--- config.mk ---
export PLATFORM = sky130hd
export DESIGN_NAME = plasma_tile_map_generator_flat
export DESIGN_NICKNAME = d
export VERILOG_FILES = /design/src/rtl/ptmg_pkg.sv /design/src/rtl/ptmg_req_if.sv /design/src/rtl/ptmg_tile_if.sv /design/src/rtl/plasma_tile_map_generator.sv /design/src/flat_wrapper.sv
export SDC_FILE = /design/constraint.sdc
export NUM_CORES = 2
export LEC_CHECK = 0
export BUFFER_PORTS_ARGS = -buffer_cell sky130_fd_sc_hd__buf_2
export CORE_MARGIN = 2
export CORE_UTILIZATION = 28
export CTS_BUF_LIST = sky130_fd_sc_hd__clkbuf_4
export CTS_CLUSTER_SIZE = 28
export DETAILED_ROUTE_END_ITERATION = 6
export PLACE_DENSITY_LB_ADDON = 0.3
export RECOVER_POWER = 100
export SYNTH_ARGS = -nofsm -noshare
export SYNTH_HDL_FRONTEND = slang
export SYNTH_SLANG_ARGS = --single-unit
--- constraint.sdc ---
create_clock -name i_clk -period 15.1 [get_ports i_clk]
set_input_delay 2.265 -clock i_clk [delete_from_list [all_inputs] [get_ports i_clk]]
set_output_delay 2.265 -clock i_clk [all_outputs]
set_load 0.05 [all_outputs]
--- src/rtl/ptmg_pkg.sv ---
package ptmg_pkg;

    localparam int ROWS       = 28;
    localparam int COLUMNS    = 40;
    localparam int ROW_STRIDE = 64;

    localparam int ROW_W   = 5;
    localparam int COL_W   = 6;
    localparam int IDX_W   = 11;
    localparam int WORD_W  = 16;
    localparam int BYTE_W  = 8;
    localparam int OP_W    = 2;
    localparam int DEPTH   = 256;
    localparam int ADDR_W  = 8;
    localparam int CFG_W   = 16;

    localparam logic [CFG_W-1:0] TILE_BASE_RST  = 16'h0221;
    localparam logic [CFG_W-1:0] TILE_ATTR_RST  = 16'h2000;

    typedef enum logic [OP_W-1:0] {
        OP_LOAD  = 2'd0,
        OP_FRAME = 2'd1,
        OP_TILE  = 2'd2
    } t_opcode;

    typedef enum logic {
        CFG_TILE_BASE = 1'b0,
        CFG_TILE_ATTR = 1'b1
    } t_cfg_reg;

    // add d; a sum above 255 loses 255, i.e. wraps one further
    function automatic logic [BYTE_W-1:0] phase_step(
        input logic [BYTE_W-1:0] p,
        input logic [1:0]        d
    );
        logic [BYTE_W:0] v;
        v = {1'b0, p} + {{(BYTE_W-1){1'b0}}, d};
        return v[BYTE_W] ? (v[BYTE_W-1:0] + 8'd1) : v[BYTE_W-1:0];
    endfunction

endpackage

--- src/rtl/ptmg_req_if.sv ---
interface ptmg_req_if;
    logic                             valid;
    logic                             ready;
    logic [ptmg_pkg::OP_W-1:0]        opcode;
    logic [ptmg_pkg::BYTE_W-1:0]      table_index;
    logic [ptmg_pkg::BYTE_W-1:0]      table_value;

    modport source (output valid, opcode, table_index, table_value, input ready);
    modport sink   (input valid, opcode, table_index, table_value, output ready);
endinterface

--- src/rtl/ptmg_tile_if.sv ---
interface ptmg_tile_if;
    logic                             valid;
    logic                             ready;
    logic [ptmg_pkg::WORD_W-1:0]      tile_word;
    logic [ptmg_pkg::IDX_W-1:0]       map_index;
    logic                             buffer_select;
    logic                             last_tile;

    modport source (output valid, tile_word, map_index, buffer_select, last_tile,
                    input ready);
    modport sink   (input valid, tile_word, map_index, buffer_select, last_tile,
                    output ready);
endinterface

--- src/rtl/plasma_tile_map_generator.sv ---
// Plasma tile map generator.
// i_req carries requests: load a wave table byte, start a new frame, or emit
// the next tile. o_tile returns one tile word per emit request while a frame
// is active, in row-major order, with its map position, buffer and last flag.
// i_cfg_* writes tile base (index 0) and attribute bits (index 1); write only
// while the block is idle.
// The read stage registers the table reads for a tile request; the output
// register then registers the sum and drives o_tile.
// Throughput: one request per cycle while o_tile does not stall. Four table
// lookups per tile are served by two copies of the wave table, each read at
// two addresses per cycle. Loads and frame requests give no output.
// When o_tile stalls, the output register and the read stage hold; i_req
// keeps taking requests until both are full, then ready drops.
// Reset clears phases, counters, frame and buffer state and the config
// registers to their defaults; the wave table is not cleared and must be
// loaded before any frame is drawn.
module plasma_tile_map_generator (
    input  logic                          i_clk,
    input  logic                          i_rst_n,
    ptmg_req_if.sink                      i_req,
    ptmg_tile_if.source                   o_tile,
    input  logic                          i_cfg_we,
    input  logic                          i_cfg_idx,
    input  logic [ptmg_pkg::CFG_W-1:0]    i_cfg_data
);

    localparam int BW = ptmg_pkg::BYTE_W;

    // two copies of the table, rows on one, columns on the other
    logic [BW-1:0] r_wave_col [ptmg_pkg::DEPTH];
    logic [BW-1:0] r_wave_row [ptmg_pkg::DEPTH];

    logic [ptmg_pkg::CFG_W-1:0] r_tile_base, r_tile_attr;

    logic [BW-1:0] r_fx1, r_fx2, r_fy1, r_fy2;
    logic [BW-1:0] r_rp1, r_rp2, r_cp1, r_cp2;
    logic [ptmg_pkg::ROW_W-1:0] r_row;
    logic [ptmg_pkg::COL_W-1:0] r_col;
    logic r_active, r_flag, r_choice;

    // read stage
    logic                        r_p_valid;
    logic [ptmg_pkg::IDX_W-1:0]  r_p_idx;
    logic                        r_p_buf, r_p_last;
    logic [BW-1:0]               r_rd_c1, r_rd_c2, r_rd_r1, r_rd_r2;

    // output register
    logic                         r_out_valid;
    logic [ptmg_pkg::WORD_W-1:0]  r_out_word;
    logic [ptmg_pkg::IDX_W-1:0]   r_out_idx;
    logic                         r_out_buf, r_out_last;

    logic advance, accept, do_load, do_frame, do_tile, col0, row_end, frame_end;
    logic [BW-1:0] n_rp1, n_rp2, n_cp1, n_cp2, n_fx1, n_fx2, n_fy1, n_fy2;
    logic [BW-1:0] cp1_base, cp2_base;
    logic [ptmg_pkg::IDX_W-1:0] n_idx;
    logic n_last;
    logic [3:0] nib;

    assign advance = !r_out_valid || o_tile.ready;
    assign i_req.ready = !r_p_valid || advance;
    assign accept = i_req.valid && i_req.ready;

    assign do_load  = accept && (i_req.opcode == ptmg_pkg::OP_LOAD);
    assign do_frame = accept && (i_req.opcode == ptmg_pkg::OP_FRAME);
    assign do_tile  = accept && (i_req.opcode == ptmg_pkg::OP_TILE) && r_active;

    assign col0     = (r_col == '0);
    assign n_rp1    = col0 ? ptmg_pkg::phase_step(r_rp1, 2'd1) : r_rp1;
    assign n_rp2    = col0 ? ptmg_pkg::phase_step(r_rp2, 2'd2) : r_rp2;
    assign cp1_base = col0 ? r_fx1 : r_cp1;
    assign cp2_base = col0 ? r_fx2 : r_cp2;
    assign n_cp1    = ptmg_pkg::phase_step(cp1_base, 2'd2);
    assign n_cp2    = ptmg_pkg::phase_step(cp2_base, 2'd3);

    assign n_fx1 = r_fx1 - 8'd3;
    assign n_fy1 = r_fy1 - 8'd3;
    assign n_fx2 = r_fx2 + 8'd2;
    assign n_fy2 = r_fy2 + 8'd1;

    assign n_idx = ptmg_pkg::IDX_W'({5'd0, r_col}
                 + 11'(r_row) * ptmg_pkg::IDX_W'(ptmg_pkg::ROW_STRIDE));
    assign n_last = (r_row >= ptmg_pkg::ROW_W'(ptmg_pkg::ROWS - 1))
                 && (r_col >= ptmg_pkg::COL_W'(ptmg_pkg::COLUMNS - 1));
    assign row_end   = ({1'b0, r_col} + 7'd1) >= 7'(ptmg_pkg::COLUMNS);
    assign frame_end = ({1'b0, r_row} + 6'd1) >= 6'(ptmg_pkg::ROWS);

    // only the low nibble of the four-byte sum is used
    assign nib = r_rd_c1[3:0] + r_rd_c2[3:0] + r_rd_r1[3:0] + r_rd_r2[3:0];

    always_ff @(posedge i_clk) begin
        if (do_load) begin
            r_wave_col[i_req.table_index] <= i_req.table_value;
            r_wave_row[i_req.table_index] <= i_req.table_value;
        end
        if (do_tile) begin
            r_rd_c1 <= r_wave_col[n_cp1];
            r_rd_c2 <= r_wave_col[n_cp2];
            r_rd_r1 <= r_wave_row[n_rp1];
            r_rd_r2 <= r_wave_row[n_rp2];
        end
    end

    always_ff @(posedge i_clk) begin
        if (!i_rst_n) begin
            r_tile_base <= ptmg_pkg::TILE_BASE_RST;
            r_tile_attr <= ptmg_pkg::TILE_ATTR_RST;
        end else if (i_cfg_we) begin
            case (i_cfg_idx)
                ptmg_pkg::CFG_TILE_BASE: r_tile_base <= i_cfg_data;
                ptmg_pkg::CFG_TILE_ATTR: r_tile_attr <= i_cfg_data;
                default: ;
            endcase
        end
    end

    always_ff @(posedge i_clk) begin
        if (!i_rst_n) begin
            r_fx1 <= '0; r_fx2 <= '0; r_fy1 <= '0; r_fy2 <= '0;
            r_rp1 <= '0; r_rp2 <= '0; r_cp1 <= '0; r_cp2 <= '0;
            r_row <= '0; r_col <= '0;
            r_active <= 1'b0; r_flag <= 1'b0; r_choice <= 1'b0;
        end else if (do_frame) begin
            r_fx1 <= n_fx1; r_fx2 <= n_fx2; r_fy1 <= n_fy1; r_fy2 <= n_fy2;
            r_rp1 <= n_fy1; r_rp2 <= n_fy2;
            r_choice <= r_flag;
            r_flag   <= !r_flag;
            r_row <= '0; r_col <= '0;
            r_active <= 1'b1;
        end else if (do_tile) begin
            r_rp1 <= n_rp1; r_rp2 <= n_rp2; r_cp1 <= n_cp1; r_cp2 <= n_cp2;
            if (row_end) begin
                r_col <= '0;
                if (frame_end) begin
                    r_row <= '0;
                    r_active <= 1'b0;
                end else begin
                    r_row <= r_row + 5'd1;
                end
            end else begin
                r_col <= r_col + 6'd1;
            end
        end
    end

    always_ff @(posedge i_clk) begin
        if (!i_rst_n) begin
            r_p_valid   <= 1'b0;
            r_out_valid <= 1'b0;
        end else begin
            if (do_tile) begin
                r_p_valid <= 1'b1;
            end else if (advance) begin
                r_p_valid <= 1'b0;
            end
            if (advance) begin
                r_out_valid <= r_p_valid;
            end
        end
    end

    always_ff @(posedge i_clk) begin
        if (do_tile) begin
            r_p_idx  <= n_idx;
            r_p_buf  <= r_choice;
            r_p_last <= n_last;
        end
        if (advance && r_p_valid) begin
            r_out_word <= (r_tile_base + {12'd0, nib}) | r_tile_attr;
            r_out_idx  <= r_p_idx;
            r_out_buf  <= r_p_buf;
            r_out_last <= r_p_last;
        end
    end

    assign o_tile.valid         = r_out_valid;
    assign o_tile.tile_word     = r_out_word;
    assign o_tile.map_index     = r_out_idx;
    assign o_tile.buffer_select = r_out_buf;
    assign o_tile.last_tile     = r_out_last;

    a_hold_read: assert property (@(posedge i_clk) disable iff (!i_rst_n)
        (r_p_valid && !advance) |=> (r_p_valid && $stable(r_rd_c1)
            && $stable(r_rd_r2) && $stable(r_p_idx)))
        else $error("read stage lost data while stalled");

    a_last_pos: assert property (@(posedge i_clk) disable iff (!i_rst_n)
        (o_tile.valid && o_tile.last_tile) |-> (o_tile.map_index ==
            ptmg_pkg::IDX_W'((ptmg_pkg::ROWS - 1) * ptmg_pkg::ROW_STRIDE
            + ptmg_pkg::COLUMNS - 1)))
        else $error("last tile at wrong map position");

    a_frame_on: assert property (@(posedge i_clk) disable iff (!i_rst_n)
        do_frame |=> (r_active && r_row == '0 && r_col == '0 && r_flag != r_choice))
        else $error("frame start did not set up the frame");

    // a request taken with no frame never fills the read stage
    a_no_emit_idle: assert property (@(posedge i_clk) disable iff (!i_rst_n)
        (accept && !r_active && !do_frame) |=> (!r_p_valid || $past(r_p_valid)))
        else $error("tile emitted with no active frame");

endmodule
--- src/flat_wrapper.sv ---
// flat-port wrapper written by rule: the top's interface ports become plain ports
module plasma_tile_map_generator_flat 
  (i_clk, i_rst_n, i_cfg_we, i_cfg_idx, i_cfg_data, i_req_valid, i_req_opcode, i_req_table_index, i_req_table_value, i_req_ready, o_tile_valid, o_tile_tile_word, o_tile_map_index, o_tile_buffer_select, o_tile_last_tile, o_tile_ready);
  ptmg_req_if i_req_i ();
  ptmg_tile_if o_tile_i ();
  input  logic i_clk;
  input  logic i_rst_n;
  input  logic i_cfg_we;
  input  logic i_cfg_idx;
  input  logic [ptmg_pkg::CFG_W-1:0] i_cfg_data;
  input wire logic [$bits(i_req_i.valid)-1:0] i_req_valid;
  input wire logic [$bits(i_req_i.opcode)-1:0] i_req_opcode;
  input wire logic [$bits(i_req_i.table_index)-1:0] i_req_table_index;
  input wire logic [$bits(i_req_i.table_value)-1:0] i_req_table_value;
  output wire logic [$bits(i_req_i.ready)-1:0] i_req_ready;
  output wire logic [$bits(o_tile_i.valid)-1:0] o_tile_valid;
  output wire logic [$bits(o_tile_i.tile_word)-1:0] o_tile_tile_word;
  output wire logic [$bits(o_tile_i.map_index)-1:0] o_tile_map_index;
  output wire logic [$bits(o_tile_i.buffer_select)-1:0] o_tile_buffer_select;
  output wire logic [$bits(o_tile_i.last_tile)-1:0] o_tile_last_tile;
  input wire logic [$bits(o_tile_i.ready)-1:0] o_tile_ready;
  assign i_req_i.valid = i_req_valid;
  assign i_req_i.opcode = i_req_opcode;
  assign i_req_i.table_index = i_req_table_index;
  assign i_req_i.table_value = i_req_table_value;
  assign i_req_ready = i_req_i.ready;
  assign o_tile_valid = o_tile_i.valid;
  assign o_tile_tile_word = o_tile_i.tile_word;
  assign o_tile_map_index = o_tile_i.map_index;
  assign o_tile_buffer_select = o_tile_i.buffer_select;
  assign o_tile_last_tile = o_tile_i.last_tile;
  assign o_tile_i.ready = o_tile_ready;
  plasma_tile_map_generator u_core (.i_clk(i_clk), .i_rst_n(i_rst_n), .i_req(i_req_i), .o_tile(o_tile_i), .i_cfg_we(i_cfg_we), .i_cfg_idx(i_cfg_idx), .i_cfg_data(i_cfg_data));
endmodule
==> flow_metrics.tcl <==
set metrics [dict create \
    cp_slowest_cell "clkbuf_1" \
    grt_pass1_wl_um 570000 \
    die_h_um 526 \
    gr-total-overflow 0 \
    fillCellCount 27800 \
    layout-drive-gt1-share_pct 19.4 \
    path_buf_inv 4 \
    fmax_ghz 0.0841 \
    power.total_mw 7.80 \
    rrSetupSlack_ps 3210 \
    antenna_found_initial 49 \
    wl_per_cell_um 39.0 \
    clk_latency_ps 1470 \
    holdBufCountCts 0 \
    yosysWarningCount 0 \
    crit_path_max_fanout 47 \
    layout.cells.non_filler 10900 \
    leakage_nw 28.5 \
    cts_max_level 5 \
    place_area_mm2 0.0810 \
    cts_tree "built" \
    yosysSeqAreaShare_pct 45.5 \
    fin_skew_ps 189 \
    route.detailed.drc 12 \
    cts_made_buffers 342 \
    async_flop_share_pct 0 \
    routed_wl_um 424000 \
    viasPerCell 6.67 \
    tns_ps 0 \
    ant_nets 0 \
    hpwl_um 280000 \
    fin_ws_ps 3210 \
    synth.area.top_cells "edfxtp_1, mux4_2, nand2_1" \
    holdWs_ps 417 \
    cts_max_path_buffers 4 \
    status "complete, but fails checks" \
    cp_cell_sequence "inv_1 -> ha_1 -> nor4b_1 -> nand2_1 -> clkbuf_1 -> mux2i_1 -> ha_1 -> xnor2_1 -> clkbuf_1 -> nor2_4 -> clkbuf_1 -> a32oi_1 -> a31oi_1 -> a2111oi_0 -> nand3_1 -> nor4b_1" \
    grt_pass1_vias 66300 \
    grt_max_degree 149 \
    synthesis.nets 7076 \
    dp_cells 10300 \
    finalCoreUtilization_pct 31.3 \
    peakVddDrop_v 0.0000650 \
    rows 191 \
    worstMarginPinSlew_ps 6010 \
    final_nets 7117 \
    crit_arrival_ps 13160 \
    post_cts_buffers 0 \
    cp-start-kind "flop" \
    hold_viol 0 \
    areaGrowthSynthToFinish_pct 11.2 \
    rsz0062_at_grt "false" \
    layout_common_cells "nand2_1, edfxtp_1, mux4_2, nand3_1, clkbuf_4" \
    port-buffer-count 66 \
    synth_cell_types 94 \
    path_delay_family "buffers and inverters" \
    dr.pass1.iters 7 \
    synth_seq_cells 1193 \
    crit_required_ps 16370 \
    synth_ff_type "edfxtp_1" \
    cts_resized 0 \
    floorplan.die_area_mm2 0.277 \
    clkSinkCount 1193 \
    synth.largest_area_cell "edfxtp_1" \
    fin_crit_sh_pct 78.7 \
    period_needed_ps 11890 \
    core-area_mm2 0.271 \
    root_buffer "clkbuf_4" \
    clkTransAtPathRegs_ps 70 \
    netlist_area_mm2 0.0763 \
    maxCapViolations 25 \
    vias 72600 \
    final_area_mm2 0.0849 \
    end_kind "flop" \
    grt_use_total_pct 29.5 \
    synth.top_cell.area_share_pct 42.6 \
    io_pins 71 \
    routabilityCongestion 1.02 \
    setup_viol 0 \
    powerDensity_mw_per_mm2 91.8 \
    synth-edff-count 1082 \
    hp-class "reg -> reg" \
    drt_iter0_markers 13300 \
    initial_core_util_pct 28.2 \
    pre_cts_slack_ps 6560 \
    slew_viol_final 1410 \
    die_x_um 526 \
    violations "DRC, capacitance limit, slew limit" \
    syn_area_per_cell_um2 10.9 \
    crit_type "reg -> reg" \
    syn-instance-count 7006 \
    slew_headroom_pct -300 \
    slowest_delay_ps 2560 \
    final_common_cell "nand2_1" \
    worst_path_most_repeated_cell "clkbuf_1" \
]
final cells by class:
| type | instances | area (µm²) | area share, % |
|---|---|---|---|
| repair buffers | 306 | 2180 | 2.57 |
| multi-input cells | 5147 | 39200 | 46.2 |
| clock buffers | 459 | 3450 | 4.06 |
| inverters | 57 | 214 | 0.252 |
| flip-flops and latches | 1193 | 34700 | 40.9 |
| clock inverters | 119 | 591 | 0.695 |
| diodes | 38 | 95.1 | 0.112 |
| well taps | 3570 | 4470 | 5.26 |
per-layer routing:
metal / up-vias / GRT usage, % / share of wire [%]
li1: 27600 / - / -
met4: 38 / 20.7 / 8.4
met3: 1717 / 12.9 / 16
met5: - / 0 / 0.074
met2: 7282 / 40.8 / 40
met1: 36000 / 36.5 / 35
flip-flops by register name, summed over array words and instances (netlist names), 6 cells and up:
name                     cells
u_core.r_cp2                 8
u_core.r_rp2                 8
u_core.r_fx1                 8
u_core.o_tile.map_index     11
u_core.r_cp1                 8
u_core.r_tile_base          16
u_core.r_fx2                 7
u_core.r_p_idx              11
u_core.r_tile_attr          16
u_core.r_rp1                 8
u_core.r_fy2                 8
u_core.r_wave_row         1024
u_core.r_col                 6
u_core.r_fy1                 8
u_core.o_tile.tile_word     16
cells in the mapped netlist (89+ instances only):
cell type	number
clkbuf_1	331
a21oi_1	151
edfxtp_1	1082
dfxtp_1	111
a31oi_1	157
o22ai_1	94
a211oi_1	120
o21ai_0	152
mux2i_1	297
nand3_1	487
nor2_1	413
buf_2	166
and3_1	143
a32oi_1	89
mux4_2	528
nand2_1	1430
power by group:
part	internal, mW	total, mW	switching (mW)
clock	1.48	3.05	1.57
sequential	3.62	3.63	0.0146
combinational	0.323	1.12	0.795
total	5.42	7.80	2.38
kinds of logic after synthesis:
family                   synth area share, %
XOR/XNOR                                1.02
flip-flops                              45.5
multiplexers                            20.3
AND/OR/NAND/NOR                         16.7
AO/OA/AOI/OAI                           12.1
adder cells (fa/ha/maj)                0.561
buffers and inverters                   3.89
final timing paths:
kind                            depth (start not counted)                                   end                          from
worst min-delay path                                    0  u_core.o_tile.map_index[2]$_DFFE_PP_   u_core.r_p_idx[2]$_DFFE_PP_
worst min register to register                          0  u_core.o_tile.map_index[2]$_DFFE_PP_   u_core.r_p_idx[2]$_DFFE_PP_
worst max register to register                         16           u_core.r_rd_c1[2]$_DFFE_PP_  u_core.r_col[1]$_SDFFE_PP0P_
worst max-delay path                                   16           u_core.r_rd_c1[2]$_DFFE_PP_  u_core.r_col[1]$_SDFFE_PP0P_
Note: power is estimated with default switching activity, not from simulation.
